**config.mk**
```make
export PLATFORM = sky130hd
export DESIGN_NAME = front_panel_sense_monitor
export DESIGN_NICKNAME = d
export VERILOG_FILES = /design/src/fpsm_pkg.sv /design/src/fpsm_div.sv /design/src/fpsm_ctrl.sv /design/src/fpsm_dp.sv /design/src/front_panel_sense_monitor.sv
export SDC_FILE = /design/constraint.sdc
export NUM_CORES = 1
export LEC_CHECK = 0
export BUFFER_PORTS_ARGS = -buffer_cell sky130_fd_sc_hd__buf_2
export CAP_MARGIN = 5
export CORE_ASPECT_RATIO = 1.5
export CORE_MARGIN = 10
export CORE_UTILIZATION = 35
export DETAILED_ROUTE_END_ITERATION = 10
export PLACE_DENSITY_LB_ADDON = 0.3
export SYNTH_ARGS = -nofsm -noshare
export SYNTH_HDL_FRONTEND = slang
export SYNTH_SLANG_ARGS = --single-unit
export TNS_END_PERCENT = 50
```
**constraint.sdc**
```tcl
create_clock -name i_clk -period 13.86 [get_ports i_clk]
set_input_delay 2.772 -clock i_clk [delete_from_list [all_inputs] [get_ports i_clk]]
set_output_delay 2.772 -clock i_clk [all_outputs]
set_load 0.005 [all_outputs]
```
**src/fpsm_pkg.sv**
```systemverilog
`timescale 1ns / 1ps
// ----------------------------------------------------------------------------
// fpsm_pkg
// shared types and constants of the front panel sense monitor
// ----------------------------------------------------------------------------
package fpsm_pkg;

    localparam int SAMPLE_BITS = 12;
    localparam int TICK_W      = 32;
    localparam int TPS_W       = 16;
    localparam int AVGN_W      = 10;
    localparam int TEMP_W      = 20;
    localparam int CFG_DATA_W  = 16;
    localparam int CFG_IDX_W   = 2;

    // temperature conversion: t = offset - ((raw * slope) >> 8)
    localparam logic signed [TEMP_W-1:0] TEMP_OFFSET = 20'sd111931;
    localparam logic [14:0]              TEMP_SLOPE  = 15'd30680;

    // configuration reset values
    localparam logic [SAMPLE_BITS-1:0] PWR_THR_RST = 12'd2000;
    localparam logic [SAMPLE_BITS-1:0] HDD_THR_RST = 12'd2000;
    localparam logic [TPS_W-1:0]       TPS_RST     = 16'd1000;
    localparam logic [AVGN_W-1:0]      AVGN_RST    = 10'd100;

    typedef enum logic [CFG_IDX_W-1:0] {
        CFG_POWER_THR = 2'd0,
        CFG_HDD_THR   = 2'd1,
        CFG_TICKS_SEC = 2'd2,
        CFG_AVG_COUNT = 2'd3
    } t_fpsm_cfg_idx;

    typedef struct packed {
        logic [SAMPLE_BITS-1:0] power_sense;
        logic [SAMPLE_BITS-1:0] disk_sense;
        logic [SAMPLE_BITS-1:0] temp_raw;
        logic [TICK_W-1:0]      tick_now;
    } t_fpsm_in;

    typedef struct packed {
        logic                     supply_on;
        logic                     disk_on;
        logic signed [TEMP_W-1:0] temp_avg;
        logic [TICK_W-1:0]        uptime_seconds;
    } t_fpsm_out;

    // controller to datapath commands
    typedef struct packed {
        logic load;
        logic conv;
        logic acc;
        logic up_start;
        logic up_store;
        logic avg_start;
        logic avg_store;
        logic emit;
    } t_fpsm_cmd;

    // datapath to controller status
    typedef struct packed {
        logic up_need;
        logic avg_need;
    } t_fpsm_stat;

endpackage

```
**src/fpsm_div.sv**
```systemverilog
`timescale 1ns / 1ps
// ----------------------------------------------------------------------------
// fpsm_div
// shared restoring divider, 32 by 16 bit unsigned, one quotient bit a cycle
// ----------------------------------------------------------------------------
module fpsm_div
    import fpsm_pkg::*;
(
    input  logic              i_clk,
    input  logic              i_rst_n,
    input  logic              i_start,
    input  logic [TICK_W-1:0] i_dividend,
    input  logic [TPS_W-1:0]  i_divisor,
    output logic              o_done,
    output logic [TICK_W-1:0] o_quotient
);

    logic              r_busy;
    logic              r_done;
    logic [4:0]        r_cnt;
    logic [TPS_W-1:0]  r_rem;
    logic [TPS_W-1:0]  r_dvs;
    logic [TICK_W-1:0] r_quo;

    logic [TPS_W:0]    w_trial;
    logic [TPS_W+1:0]  w_diff;

    // shift in the next dividend bit and try the subtraction
    assign w_trial = {r_rem, r_quo[TICK_W-1]};
    assign w_diff  = {1'b0, w_trial} - {2'b00, r_dvs};

    always_ff @(posedge i_clk) begin
        if (!i_rst_n) begin
            r_busy <= 1'b0;
            r_done <= 1'b0;
            r_cnt  <= '0;
        end else begin
            r_done <= 1'b0;
            if (i_start) begin
                r_busy <= 1'b1;
                r_cnt  <= 5'd31;
            end else if (r_busy) begin
                r_cnt <= r_cnt - 5'd1;
                if (r_cnt == 5'd0) begin
                    r_busy <= 1'b0;
                    r_done <= 1'b1;
                end
            end
        end
    end

    always_ff @(posedge i_clk) begin
        if (i_start) begin
            r_quo <= i_dividend;
            r_rem <= '0;
            r_dvs <= i_divisor;
        end else if (r_busy) begin
            if (!w_diff[TPS_W+1]) begin
                r_rem <= w_diff[TPS_W-1:0];
                r_quo <= {r_quo[TICK_W-2:0], 1'b1};
            end else begin
                r_rem <= w_trial[TPS_W-1:0];
                r_quo <= {r_quo[TICK_W-2:0], 1'b0};
            end
        end
    end

    assign o_done     = r_done;
    assign o_quotient = r_quo;

endmodule

```
**src/fpsm_ctrl.sv**
```systemverilog
`timescale 1ns / 1ps
// ----------------------------------------------------------------------------
// fpsm_ctrl
// sequencer for one polling round and the output handshake
// ----------------------------------------------------------------------------
module fpsm_ctrl
    import fpsm_pkg::*;
(
    input  logic       i_clk,
    input  logic       i_rst_n,
    input  logic       i_in_valid,
    output logic       o_in_ready,
    output logic       o_out_valid,
    input  logic       i_out_ready,
    input  t_fpsm_stat i_stat,
    input  logic       i_div_done,
    output t_fpsm_cmd  o_cmd
);

    typedef enum logic [2:0] {
        S_IDLE,
        S_CONV,
        S_ACC,
        S_UP_CHK,
        S_UP_WAIT,
        S_AVG_CHK,
        S_AVG_WAIT,
        S_EMIT
    } t_state;

    t_state    r_state;
    logic      r_in_ready;
    logic      r_out_valid;
    logic      r_fin;
    t_fpsm_cmd r_cmd;
    logic      w_load;

    assign w_load = i_in_valid && r_in_ready;

    always_ff @(posedge i_clk) begin
        if (!i_rst_n) begin
            r_state     <= S_IDLE;
            r_in_ready  <= 1'b1;
            r_out_valid <= 1'b0;
            r_fin       <= 1'b0;
            r_cmd       <= '0;
        end else begin
            r_cmd <= '0;
            r_fin <= 1'b0;
            if (r_out_valid && i_out_ready) begin
                r_out_valid <= 1'b0;
            end
            // result register loads during the finish cycle
            if (r_fin) begin
                r_out_valid <= 1'b1;
                r_in_ready  <= 1'b1;
            end
            case (r_state)
                S_IDLE: begin
                    if (w_load) begin
                        r_in_ready <= 1'b0;
                        r_cmd.conv <= 1'b1;
                        r_state    <= S_CONV;
                    end
                end
                S_CONV: begin
                    r_cmd.acc <= 1'b1;
                    r_state   <= S_ACC;
                end
                S_ACC: begin
                    r_state <= S_UP_CHK;
                end
                S_UP_CHK: begin
                    if (i_stat.up_need) begin
                        r_cmd.up_start <= 1'b1;
                        r_state        <= S_UP_WAIT;
                    end else begin
                        r_state <= S_AVG_CHK;
                    end
                end
                S_UP_WAIT: begin
                    if (i_div_done) begin
                        r_cmd.up_store <= 1'b1;
                        r_state        <= S_AVG_CHK;
                    end
                end
                S_AVG_CHK: begin
                    if (i_stat.avg_need) begin
                        r_cmd.avg_start <= 1'b1;
                        r_state         <= S_AVG_WAIT;
                    end else begin
                        r_state <= S_EMIT;
                    end
                end
                S_AVG_WAIT: begin
                    if (i_div_done) begin
                        r_cmd.avg_store <= 1'b1;
                        r_state         <= S_EMIT;
                    end
                end
                S_EMIT: begin
                    if (!r_out_valid || i_out_ready) begin
                        r_cmd.emit <= 1'b1;
                        r_fin      <= 1'b1;
                        r_state    <= S_IDLE;
                    end
                end
                default: begin
                    r_state <= S_IDLE;
                end
            endcase
        end
    end

    always_comb begin
        o_cmd      = r_cmd;
        o_cmd.load = w_load;
    end

    assign o_in_ready  = r_in_ready;
    assign o_out_valid = r_out_valid;

endmodule

```
**src/fpsm_dp.sv**
```systemverilog
`timescale 1ns / 1ps
// ----------------------------------------------------------------------------
// fpsm_dp
// datapath: configuration, power and uptime state, temperature averaging
// ----------------------------------------------------------------------------
module fpsm_dp
    import fpsm_pkg::*;
(
    input  logic                  i_clk,
    input  logic                  i_rst_n,
    input  logic                  i_cfg_we,
    input  logic [CFG_IDX_W-1:0]  i_cfg_index,
    input  logic [CFG_DATA_W-1:0] i_cfg_data,
    input  t_fpsm_in              i_in_data,
    input  t_fpsm_cmd             i_cmd,
    output t_fpsm_stat            o_stat,
    output logic [TICK_W-1:0]     o_div_dividend,
    output logic [TPS_W-1:0]      o_div_divisor,
    input  logic [TICK_W-1:0]     i_div_quotient,
    output t_fpsm_out             o_out_data
);

    localparam int PROD_W = SAMPLE_BITS + 15;
    localparam int SUM_W  = 31;
    localparam logic signed [SUM_W-1:0]  SUM_MAX = {1'b0, {(SUM_W-1){1'b1}}};
    localparam logic signed [SUM_W-1:0]  SUM_MIN = {1'b1, {(SUM_W-1){1'b0}}};
    localparam logic signed [TEMP_W-1:0] AVG_MAX = {1'b0, {(TEMP_W-1){1'b1}}};
    localparam logic signed [TEMP_W-1:0] AVG_MIN = {1'b1, {(TEMP_W-1){1'b0}}};

    // configuration
    logic [SAMPLE_BITS-1:0] r_pwr_thr;
    logic [SAMPLE_BITS-1:0] r_hdd_thr;
    logic [TPS_W-1:0]       r_tps;
    logic [AVGN_W-1:0]      r_avgn;

    // round state
    t_fpsm_in               r_in;
    logic                   r_powered;
    logic [TICK_W-1:0]      r_start;
    logic [AVGN_W-1:0]      r_count;
    logic signed [SUM_W-1:0]  r_sum;
    logic signed [TEMP_W-1:0] r_latched;

    // per round working registers
    logic                     r_disk;
    logic                     r_up_need;
    logic                     r_avg_need;
    logic [TICK_W-1:0]        r_elapsed;
    logic [TICK_W-1:0]        r_uptime;
    logic signed [TEMP_W-1:0] r_temp;
    logic signed [SUM_W-1:0]  r_hold;
    logic [AVGN_W:0]          r_n;
    t_fpsm_out                r_out;

    logic [PROD_W-1:0]        w_prod;
    logic signed [TEMP_W-1:0] w_temp;
    logic                     w_pwr_now;
    logic signed [SUM_W:0]    w_sum_add;
    logic signed [SUM_W-1:0]  w_sum_sat;
    logic [AVGN_W-1:0]        w_cnt_next;
    logic                     w_latch;
    logic [SUM_W-1:0]         w_hold_mag;
    logic                     w_neg;
    logic signed [TEMP_W-1:0] w_avg;

    always_ff @(posedge i_clk) begin
        if (!i_rst_n) begin
            r_pwr_thr <= PWR_THR_RST;
            r_hdd_thr <= HDD_THR_RST;
            r_tps     <= TPS_RST;
            r_avgn    <= AVGN_RST;
        end else if (i_cfg_we) begin
            case (t_fpsm_cfg_idx'(i_cfg_index))
                CFG_POWER_THR: r_pwr_thr <= i_cfg_data[SAMPLE_BITS-1:0];
                CFG_HDD_THR:   r_hdd_thr <= i_cfg_data[SAMPLE_BITS-1:0];
                CFG_TICKS_SEC: r_tps     <= i_cfg_data[TPS_W-1:0];
                CFG_AVG_COUNT: r_avgn    <= i_cfg_data[AVGN_W-1:0];
                default: ;
            endcase
        end
    end

    // temperature conversion
    assign w_prod    = PROD_W'(r_in.temp_raw) * PROD_W'(TEMP_SLOPE);
    assign w_temp    = TEMP_OFFSET - $signed({1'b0, w_prod[PROD_W-1:8]});
    assign w_pwr_now = (r_in.power_sense >= r_pwr_thr);

    // saturating accumulate and latch decision
    assign w_sum_add  = {r_sum[SUM_W-1], r_sum}
                      + {{(SUM_W+1-TEMP_W){r_temp[TEMP_W-1]}}, r_temp};
    assign w_sum_sat  = (w_sum_add[SUM_W] != w_sum_add[SUM_W-1])
                      ? (w_sum_add[SUM_W] ? SUM_MIN : SUM_MAX)
                      : w_sum_add[SUM_W-1:0];
    assign w_cnt_next = r_count + AVGN_W'(1);
    assign w_latch    = (w_cnt_next == '0) || (w_cnt_next >= r_avgn);

    // magnitude of the held sum for the unsigned divider
    assign w_neg      = r_hold[SUM_W-1];
    assign w_hold_mag = w_neg ? (-r_hold) : r_hold;

    // signed, saturated average from the quotient
    always_comb begin
        if (!w_neg) begin
            w_avg = (|i_div_quotient[TICK_W-1:TEMP_W-1]) ? AVG_MAX
                  : $signed(i_div_quotient[TEMP_W-1:0]);
        end else begin
            w_avg = (i_div_quotient > TICK_W'(32'd524288)) ? AVG_MIN
                  : -$signed(i_div_quotient[TEMP_W-1:0]);
        end
    end

    always_ff @(posedge i_clk) begin
        if (!i_rst_n) begin
            r_powered <= 1'b0;
            r_start   <= '0;
            r_count   <= '0;
            r_sum     <= '0;
            r_latched <= '0;
        end else begin
            if (i_cmd.conv) begin
                r_powered <= w_pwr_now;
                if (w_pwr_now && !r_powered) begin
                    r_start <= r_in.tick_now;
                end
            end
            if (i_cmd.acc) begin
                if (w_latch) begin
                    r_sum   <= '0;
                    r_count <= '0;
                end else begin
                    r_sum   <= w_sum_sat;
                    r_count <= w_cnt_next;
                end
            end
            if (i_cmd.avg_store) begin
                r_latched <= w_avg;
            end
        end
    end

    always_ff @(posedge i_clk) begin
        if (i_cmd.load) begin
            r_in <= i_in_data;
        end
        if (i_cmd.conv) begin
            r_temp    <= w_temp;
            r_disk    <= (r_in.disk_sense >= r_hdd_thr);
            // uptime on the rising edge is zero, no division needed
            r_up_need <= w_pwr_now && r_powered;
            r_elapsed <= r_in.tick_now - r_start;
            r_uptime  <= '0;
        end
        if (i_cmd.acc) begin
            r_avg_need <= w_latch;
            r_hold     <= w_sum_sat;
            r_n        <= (w_cnt_next == '0) ? {1'b1, {AVGN_W{1'b0}}}
                                             : {1'b0, w_cnt_next};
        end
        if (i_cmd.up_store) begin
            r_uptime <= i_div_quotient;
        end
        if (i_cmd.emit) begin
            r_out.supply_on      <= r_powered;
            r_out.disk_on        <= r_disk;
            r_out.temp_avg       <= r_latched;
            r_out.uptime_seconds <= r_uptime;
        end
    end

    // divider operands, captured by the divider on its start pulse
    always_comb begin
        if (i_cmd.avg_start) begin
            o_div_dividend = {1'b0, w_hold_mag};
            o_div_divisor  = TPS_W'(r_n);
        end else begin
            o_div_dividend = r_elapsed;
            o_div_divisor  = (r_tps == '0) ? TPS_W'(1) : r_tps;
        end
    end

    assign o_stat.up_need  = r_up_need;
    assign o_stat.avg_need = r_avg_need;
    assign o_out_data      = r_out;

endmodule

```
**src/front_panel_sense_monitor.sv**
```systemverilog
`timescale 1ns / 1ps
// ----------------------------------------------------------------------------
// front_panel_sense_monitor
// power, disk and temperature monitor for front panel sense samples
// ----------------------------------------------------------------------------
// usage
//  - input channel: one transfer per polling round, carrying the power, disk
//    and temperature samples and the free-running tick count
//  - output channel: exactly one result transfer per round, in order
//  - configuration: the user must write thresholds, ticks per second and
//    averaging length via the plain write port while the block is idle,
//    which the block itself does not enforce
//  - sequence: after the input transfer the round converts the samples,
//    accumulates, runs the uptime and then the average division on the
//    shared 32-step divider when each is due, then registers the result
//  - rounds: one round at a time; the next input is taken the cycle after
//    the previous result has been written to the output register
//  - uptime and average share the divider, so their divisions run in turn
//  - reset (synchronous, active low) restores the default configuration,
//    marks power off and clears the sum, count and latched average
//  - a stalled receiver holds the result in the output register; the
//    block still accepts and works on one further round meanwhile, and
//    waits to write it until the pending result has been taken
// ----------------------------------------------------------------------------
module front_panel_sense_monitor
    import fpsm_pkg::*;
(
    input  logic                  i_clk,
    input  logic                  i_rst_n,
    // configuration write port
    input  logic                  i_cfg_we,
    input  logic [CFG_IDX_W-1:0]  i_cfg_index,
    input  logic [CFG_DATA_W-1:0] i_cfg_data,
    // polling round input
    input  logic                  i_in_valid,
    output logic                  o_in_ready,
    input  t_fpsm_in              i_in_data,
    // result output
    output logic                  o_out_valid,
    input  logic                  i_out_ready,
    output t_fpsm_out             o_out_data
);

    t_fpsm_cmd         w_cmd;
    t_fpsm_stat        w_stat;
    logic              w_div_done;
    logic [TICK_W-1:0] w_div_dividend;
    logic [TPS_W-1:0]  w_div_divisor;
    logic [TICK_W-1:0] w_div_quotient;

    // sequencer: steps each round through convert, accumulate and divides
    fpsm_ctrl u_ctrl (
        .i_clk       (i_clk),
        .i_rst_n     (i_rst_n),
        .i_in_valid  (i_in_valid),
        .o_in_ready  (o_in_ready),
        .o_out_valid (o_out_valid),
        .i_out_ready (i_out_ready),
        .i_stat      (w_stat),
        .i_div_done  (w_div_done),
        .o_cmd       (w_cmd)
    );

    // datapath: configuration registers, round state and result register
    fpsm_dp u_dp (
        .i_clk          (i_clk),
        .i_rst_n        (i_rst_n),
        .i_cfg_we       (i_cfg_we),
        .i_cfg_index    (i_cfg_index),
        .i_cfg_data     (i_cfg_data),
        .i_in_data      (i_in_data),
        .i_cmd          (w_cmd),
        .o_stat         (w_stat),
        .o_div_dividend (w_div_dividend),
        .o_div_divisor  (w_div_divisor),
        .i_div_quotient (w_div_quotient),
        .o_out_data     (o_out_data)
    );

    // shared divider for uptime seconds and the temperature average
    fpsm_div u_div (
        .i_clk      (i_clk),
        .i_rst_n    (i_rst_n),
        .i_start    (w_cmd.up_start || w_cmd.avg_start),
        .i_dividend (w_div_dividend),
        .i_divisor  (w_div_divisor),
        .o_done     (w_div_done),
        .o_quotient (w_div_quotient)
    );

endmodule
```
==> results of run 1 <==
==> cell usage after synthesis, drive strengths merged (10+ instances only) <==
library cell	instances	area (sq um)
a211oi	19	148
a21o	44	330
a21oi	168	841
a31oi	28	175
and2	47	297
and3	16	100
buf	23	118
clkbuf	75	282
dfxtp	179	3580
edfxtp	299	8980
fa	65	1300
ha	193	2410
inv	237	890
mux2i	72	721
nand2	235	882
nand2b	37	231
nand3	53	265
nand4	10	62.6
nor2	134	505
nor2b	28	175
nor3	35	180
nor4	16	106
o211ai	53	398
o21a	24	180
o21ai	183	916
o21bai	15	113
o31ai	14	110
or2	11	68.8
or3	16	100
or3b	13	114
xnor2	97	850
xor2	41	359
==> layer usage <==
metal | up-vias | global-route usage, %
met2 | 333 | 26.9
li1 | 9594 | -
met4 | 6 | 4.72
met5 | - | 0
met3 | 101 | 2.17
met1 | 9194 | 15.7
==> area by class of cell <==
type / count / area (sq um) / area share [%]
multi-input cells: 1802 / 13200 / 43.3
well taps: 1008 / 1260 / 4.15
inverters: 238 / 893 / 2.94
flip-flops and latches: 478 / 12600 / 41.3
clock inverters: 31 / 333 / 1.09
repair buffers: 162 / 851 / 2.80
clock buffers: 59 / 1330 / 4.36
==> worst max-delay path: cells and delay by family (launching register included) <==
kind | cells | cell delay [ps]
xor gates and xnor gates | 2 | 300
DFF | 1 | 510
buffers and inverters | 4 | 220
and+or+nand+nor | 1 | 250
AOI/OAI and AO/OA | 5 | 1650
adders and majority gates | 6 | 3120
==> path summary, 6_finish.rpt <==
check,end
min reg2reg,u_dp.o_out_data[19]$_DFFE_PP_
max reg2reg,u_dp.r_temp[18]$_DFFE_PP_
min,u_dp.o_out_data[19]$_DFFE_PP_
max,u_dp.r_temp[18]$_DFFE_PP_
==> layout by cell type, fill, tap and decap left out, types with 53 or more instances in the layout <==
cell,count
a21oi_1,168
buf_2,146
dfxtp_1,174
edfxtp_1,299
fa_1,65
ha_1,193
inv_1,236
mux2i_1,72
nand2_1,235
nand3_1,53
nor2_1,133
o211ai_1,53
o21ai_0,175
xnor2_1,97
==> stage by stage <==
| stage | util [%] | worst slack, ps | std cells | area, sq um |
|---|---|---|---|---|
| floorplan | - | 8140 | 2616 | 27000 |
| global placement | 37.7 | 7700 | 3688 | 28800 |
| detailed placement | 37.7 | 7610 | 3688 | 28800 |
| CTS | 39.8 | 7570 | 3778 | 30400 |
| global route | 39.8 | 7190 | 3778 | 30400 |
| finish | 39.8 | 7540 | 3778 | 30400 |
==> state kept, by name, summed over array words and instances, names as in the netlist, 3 cells and up <==
name	count
u_ctrl.o_cmd	6
u_ctrl.r_state	3
u_div.o_quotient	32
u_div.r_cnt	5
u_div.r_dvs	16
u_div.r_rem	16
u_dp.o_out_data	54
u_dp.r_avgn	10
u_dp.r_count	10
u_dp.r_elapsed	32
u_dp.r_hdd_thr	12
u_dp.r_hold	31
u_dp.r_in	68
u_dp.r_latched	20
u_dp.r_n	11
u_dp.r_pwr_thr	12
u_dp.r_start	32
u_dp.r_sum	31
u_dp.r_temp	20
u_dp.r_tps	16
u_dp.r_uptime	32
==> kinds of logic (layout without fill, tap and decap cells) <==
group	count (synthesis)	after routing	synth area share, %
buffers and inverters	336	490	4.78
AO/OA/AOI/OAI	639	639	15.0
flip-flops	478	478	46.5
XOR/XNOR	138	138	4.47
adder cells (fa/ha/maj)	258	258	13.8
AND/OR/NAND/NOR	691	691	12.7
multiplexers	76	76	2.83
==> flow_metrics.env, run 1 <==
export IMPL_syn_avg_cell_area_sq_um=10.3
export IMPL_crit_type="flip-flop to flip-flop"
export IMPL_crit_arrival_ps=6650
export IMPL_ant_nets=0
export IMPL_grt_overflow=0
export IMPL_synth_warnings=0
export IMPL_synth_top_flop_cell="edfxtp_1"
export IMPL_worstMarginPinSlew_ps=1230
export IMPL_maxSlewViolCount=0
export IMPL_wl_microns=63300
export IMPL_status="complete, no violations"
export IMPL_via_per_inst=5.09
export IMPL_rows=124
export IMPL_fill_cells=7445
export IMPL_io_buffers=146
export IMPL_dr_wl_met3_microns=2460
export IMPL_crit_path_frequent_cell="fa_1"
export IMPL_vias=19228
export IMPL_dp_hpwl_microns=48100
export IMPL_r2r_cells=18
export IMPL_cpPeakStageDelay_ps=610
export IMPL_synthArstFlopShare_pct=0
export IMPL_fp_dieW_microns=247
export IMPL_grt_pass1_wl_microns=104000
export IMPL_netlist_area_sq_mm=0.0270
export IMPL_r2r_setup_slack_ps=7540
export IMPL_wl_met1_microns=25300
export IMPL_cts_path_max_buffers=3
export IMPL_core_area_sq_mm=0.0763
export IMPL_layout_nets=3079
export IMPL_hold_buffers=0
export IMPL_fin_skew_ps=18.2
export IMPL_period_share_pct=45.6
export IMPL_worstHoldPathType="flip-flop to flip-flop"
export IMPL_cts_resized=0
export IMPL_fp_dieH_microns=360
export IMPL_grt_use_total_pct=14.2
export IMPL_critPathLaunchType="flip-flop"
export IMPL_drive_gt1_share_pct=10.1
export IMPL_grt_pass1_vias=19925
export IMPL_hp_start="u_dp.r_uptime[19]$_SDFFCE_PN0P_"
export IMPL_start_util_pct=35.4
export IMPL_grt_max_degree=81
export IMPL_drt_wirelength_per_cell_microns=16.8
export IMPL_wl_met2_microns=33700
export IMPL_clk_latency_ps=590
export IMPL_ioPinCount=147
export IMPL_crit_chain="fa_1 > inv_1 > fa_1 > inv_1 > fa_1 > fa_1 > inv_1 > fa_1 > inv_1 > ha_1 > a211o_1 > a211oi_1 > or2_2 > xnor2_1 > o21bai_1 > a211oi_1 > o31ai_1 > xnor2_1"
export IMPL_finalSetupViolCount=0
export IMPL_worstPathMaxFanout=10
export IMPL_drt_pass1_iterations=5
export IMPL_post_cts_buffers=0
export IMPL_cap_violations=0
export IMPL_synth_edf_count=299
export IMPL_area_delta_synth_final_pct=12.6
export IMPL_cts_root_buf="clkbuf_16"
export IMPL_whs_ps=419
export IMPL_first_iter_violations=1029
export IMPL_min_path_cells=0
export IMPL_clk_pin_slew_ps=60
export IMPL_cts_buffers_inserted=48
export IMPL_synth_distinct_cells=90
export IMPL_startpoint="u_dp.r_in[34]$_DFFE_PP_"
export IMPL_crit_required_ps=14190
export IMPL_critPathCaptureType="flip-flop"
export IMPL_max_slew_margin_rel_pct=17.7
export IMPL_drc=0
export IMPL_crit_path_top_delay_cell="fa_1"
export IMPL_fmax_mhz=158
export IMPL_hold_violations=0
export IMPL_antenna_found_initial=3
export IMPL_place_gp_congestion=0.862
export IMPL_seq_area_frac_synth_pct=46.5
export IMPL_cts_sinks=478
export IMPL_cts_tree="built"
export IMPL_diodes=0
export IMPL_rsz0062_at_grt="false"
export IMPL_highest_layer="met5"
export IMPL_regToRegStartpoint="u_dp.r_in[34]$_DFFE_PP_"
export IMPL_die_area_sq_mm=0.0889
export IMPL_final_setup_tns_ps=0
export IMPL_synth_cells=2616
export IMPL_synth_nets=2965
export IMPL_period_needed_ps=6320
export IMPL_htreeDepth=2
export IMPL_synth_seq_cells=478
Power of run 1 is left out: the tool's default activity adds up to more than one toggle a clock period on the data nets, which glitch-free logic cannot reach.
==> run 2: changes to the inputs <==
--- a/config.mk
+++ b/config.mk
@@ -5,6 +5,7 @@
 export SDC_FILE = /design/constraint.sdc
 export NUM_CORES = 1
 export LEC_CHECK = 0
+export ABC_AREA = 1
 export BUFFER_PORTS_ARGS = -buffer_cell sky130_fd_sc_hd__buf_2
 export CAP_MARGIN = 5
 export CORE_ASPECT_RATIO = 1.5
==> constraint.sdc (replaced) <==
create_clock -name i_clk -period 5.9 [get_ports i_clk]
set_input_delay 1.18 -clock i_clk [delete_from_list [all_inputs] [get_ports i_clk]]
set_output_delay 1.18 -clock i_clk [all_outputs]
set_load 0.005 [all_outputs]
==> flow_metrics.env, run 2 <==
export IMPL_status="complete, no violations"
export IMPL_fin_skew_ps=41.1
export IMPL_synth_edf_count=299
export IMPL_drt_wirelength_per_cell_microns=15.4
export IMPL_yosys_area_top_type="edfxtp_1"
export IMPL_placed_area_sq_mm=0.0295
export IMPL_crit_chain="buf_4 > inv_1 > fa_1 > inv_1 > fa_1 > fa_1 > fa_1 > inv_1 > fa_1 > inv_1 > ha_1 > a21oi_1 > inv_1 > nor2_1 > nand2_1 > xor2_1 > nor2_1 > nand3_1 > nand2_1 > nand2_1 > nand2_1 > xor2_1"
export IMPL_final_common_cell="nand2_1"
export IMPL_grt_pass1_vias=20783
export IMPL_first_iter_violations=1141
export IMPL_fmax_mhz=178
export IMPL_place_gp_congestion=0.901
export IMPL_synth_area_leaders="edfxtp_1 (32%), dfxtp_1 (13%), nand2_1 (9.6%)"
export IMPL_drt_pass1_iterations=6
export IMPL_max_slew_margin_rel_pct=19.5
export IMPL_synth_nets=3546
export IMPL_critPathLaunchType="flip-flop"
export IMPL_period_needed_ps=5610
export IMPL_grt_overflow=0
export IMPL_crit_arrival_ps=5950
export IMPL_wl_met2_microns=34500
export IMPL_clk_pin_slew_ps=60
export IMPL_netlist_area_sq_mm=0.0277
export IMPL_final_cell_mix="nand2_1 (708), inv_1 (476), edfxtp_1 (299)"
export IMPL_finalSetupViolCount=0
export IMPL_period_share_pct=95.2
export IMPL_synth_warnings=0
export IMPL_start_util_pct=35.3
export IMPL_wl_microns=67900
export IMPL_crit_type="flip-flop to flip-flop"
export IMPL_io_buffers=146
export IMPL_ant_nets=0
export IMPL_synthArstFlopShare_pct=0
export IMPL_crit_path_top_delay_cell="fa_1"
export IMPL_ioPinCount=147
export IMPL_die_area_sq_mm=0.0910
export IMPL_highest_layer="met5"
export IMPL_crit_required_ps=6240
export IMPL_synth_top_area_share_pct=32.4
export IMPL_worstHoldPathType="flip-flop to flip-flop"
export IMPL_cts_root_buf="clkbuf_16"
export IMPL_top_register="u_dp.r_in"
export IMPL_synth_seq_cells=478
export IMPL_hold_buffers=0
export IMPL_synth_common_cells="nand2_1 (709), inv_1 (478), edfxtp_1 (299)"
export IMPL_grt_use_total_pct=14.6
export IMPL_antenna_found_initial=1
export IMPL_cpPeakStageDelay_ps=540
export IMPL_cap_violations=0
export IMPL_final_cell_area_sq_mm=0.0313
export IMPL_yosys_cell_count_top_type="nand2_1"
export IMPL_layout_nets=3682
export IMPL_wl_met1_microns=28400
export IMPL_fill_cells=8008
export IMPL_core_area_sq_mm=0.0785
export IMPL_synth_cells=3197
export IMPL_worstMarginPinSlew_ps=1200
export IMPL_layout_setup_ws_ps=286
export IMPL_area_delta_synth_final_pct=12.9
export IMPL_via_per_inst=4.80
export IMPL_synth_top_flop_cell="edfxtp_1"
export IMPL_grt_pass1_wl_microns=109000
export IMPL_largest_reg_flops=68
export IMPL_dr_wl_met3_microns=2260
export IMPL_dp_hpwl_microns=52600
export IMPL_hold_violations=0
export IMPL_drc=0
export IMPL_fin_cells=4398
export IMPL_cts_buffers_inserted=49
export IMPL_fp_dieW_microns=250
export IMPL_worstPathMaxFanout=5
export IMPL_cts_tree="built"
export IMPL_maxSlewViolCount=0
export IMPL_diodes=0
export IMPL_rsz0062_at_grt="true"
export IMPL_cts_sinks=478
export IMPL_cts_path_max_buffers=3
export IMPL_synth_distinct_cells=55
export IMPL_dpl_worst_slack_ps=353
export IMPL_vias=21128
export IMPL_seq_area_frac_synth_pct=45.4
export IMPL_grt_max_degree=105
export IMPL_critPathCaptureType="flip-flop"
export IMPL_clk_latency_ps=630
export IMPL_final_setup_tns_ps=0
export IMPL_rows=126
export IMPL_htreeDepth=2
export IMPL_drive_gt1_share_pct=8.24
export IMPL_syn_avg_cell_area_sq_um=8.66
export IMPL_dp_cells=4304
export IMPL_fp_dieH_microns=364
run 2: cell types whose count changed after synthesis, sizes merged, moves of 37 or more:
cell | previous run | this run
a21oi | 168 | 261
xor2 | 41 | 80
nand2 | 235 | 717
xnor2 | 97 | 41
and2 | 47 | 2
a21o | 44 | 7
nor2 | 134 | 258
inv | 237 | 480
nand2b | 37 | 0
mux2i | 72 | 0
nand3 | 53 | 104
run 2: area by class of cell:
type | instances | area, sq um | share of cell area [%]
Timing Repair Buffer | 163 | 861 | 2.75
Clock buffer | 60 | 1310 | 4.20
Tap cell | 1024 | 1280 | 4.10
Multi-Input combinational cell | 2157 | 13000 | 41.5
Inverter | 484 | 1820 | 5.82
Clock inverter | 32 | 440 | 1.41
Sequential cell | 478 | 12600 | 40.2
run 2: logic make-up after synthesis:
family / share of synthesized area, %
XOR/XNOR: 3.88
AND/OR/NAND/NOR: 18.0
flip-flops: 45.4
AO/OA/AOI/OAI: 11.5
buffers and inverters: 7.79
adder cells (fa/ha/maj): 13.4
run 2: final timing paths:
kind / slack, ps / cells past startpoint / start / endpoint
worst max register to register: 290 / 22 / u_dp.r_in[34]$_DFFE_PP_ / u_dp.r_temp[14]$_DFFE_PP_
worst min-delay path: 400 / 0 / u_dp.r_uptime[24]$_SDFFCE_PN0P_ / u_dp.o_out_data[24]$_DFFE_PP_
worst min register to register: 400 / 0 / u_dp.r_uptime[24]$_SDFFCE_PN0P_ / u_dp.o_out_data[24]$_DFFE_PP_
worst max-delay path: 290 / 22 / u_dp.r_in[34]$_DFFE_PP_ / u_dp.r_temp[14]$_DFFE_PP_
run 2: metrics by stage:
| stage | hold WS (ps) | utilization (%) |
|---|---|---|
| after CTS | 391 | 39.8 |
| after floorplan | 400 | - |
| after global placement | 403 | 37.5 |
| final | 402 | 39.8 |
| after detailed placement | 405 | 37.5 |
| after global routing | 403 | 39.8 |
run 2: worst max-delay path: cells and delay by family (launching register included):
kind / cells / cell delay (ps)
XOR/XNOR: 2 / 560
flip-flops: 1 / 460
AND/OR/NAND/NOR: 7 / 730
AO/OA/AOI/OAI: 1 / 260
adder cells (fa/ha/maj): 6 / 2790
buffers and inverters: 6 / 550
run 2: per-layer routing:
metal / GRT usage (%) / vias up
met5: 0 / -
met4: 6.33 / 2
met3: 2.03 / 137
met2: 26.6 / 384
met1: 16.7 / 9727
li1: - / 10878
run 2: repair_timing:
item,in CTS,in global routing
gates resized for setup,0,2
endpoints found under the setup margin,0,2
setup buffers,0,2
Power of run 2 is left out for the same reason.
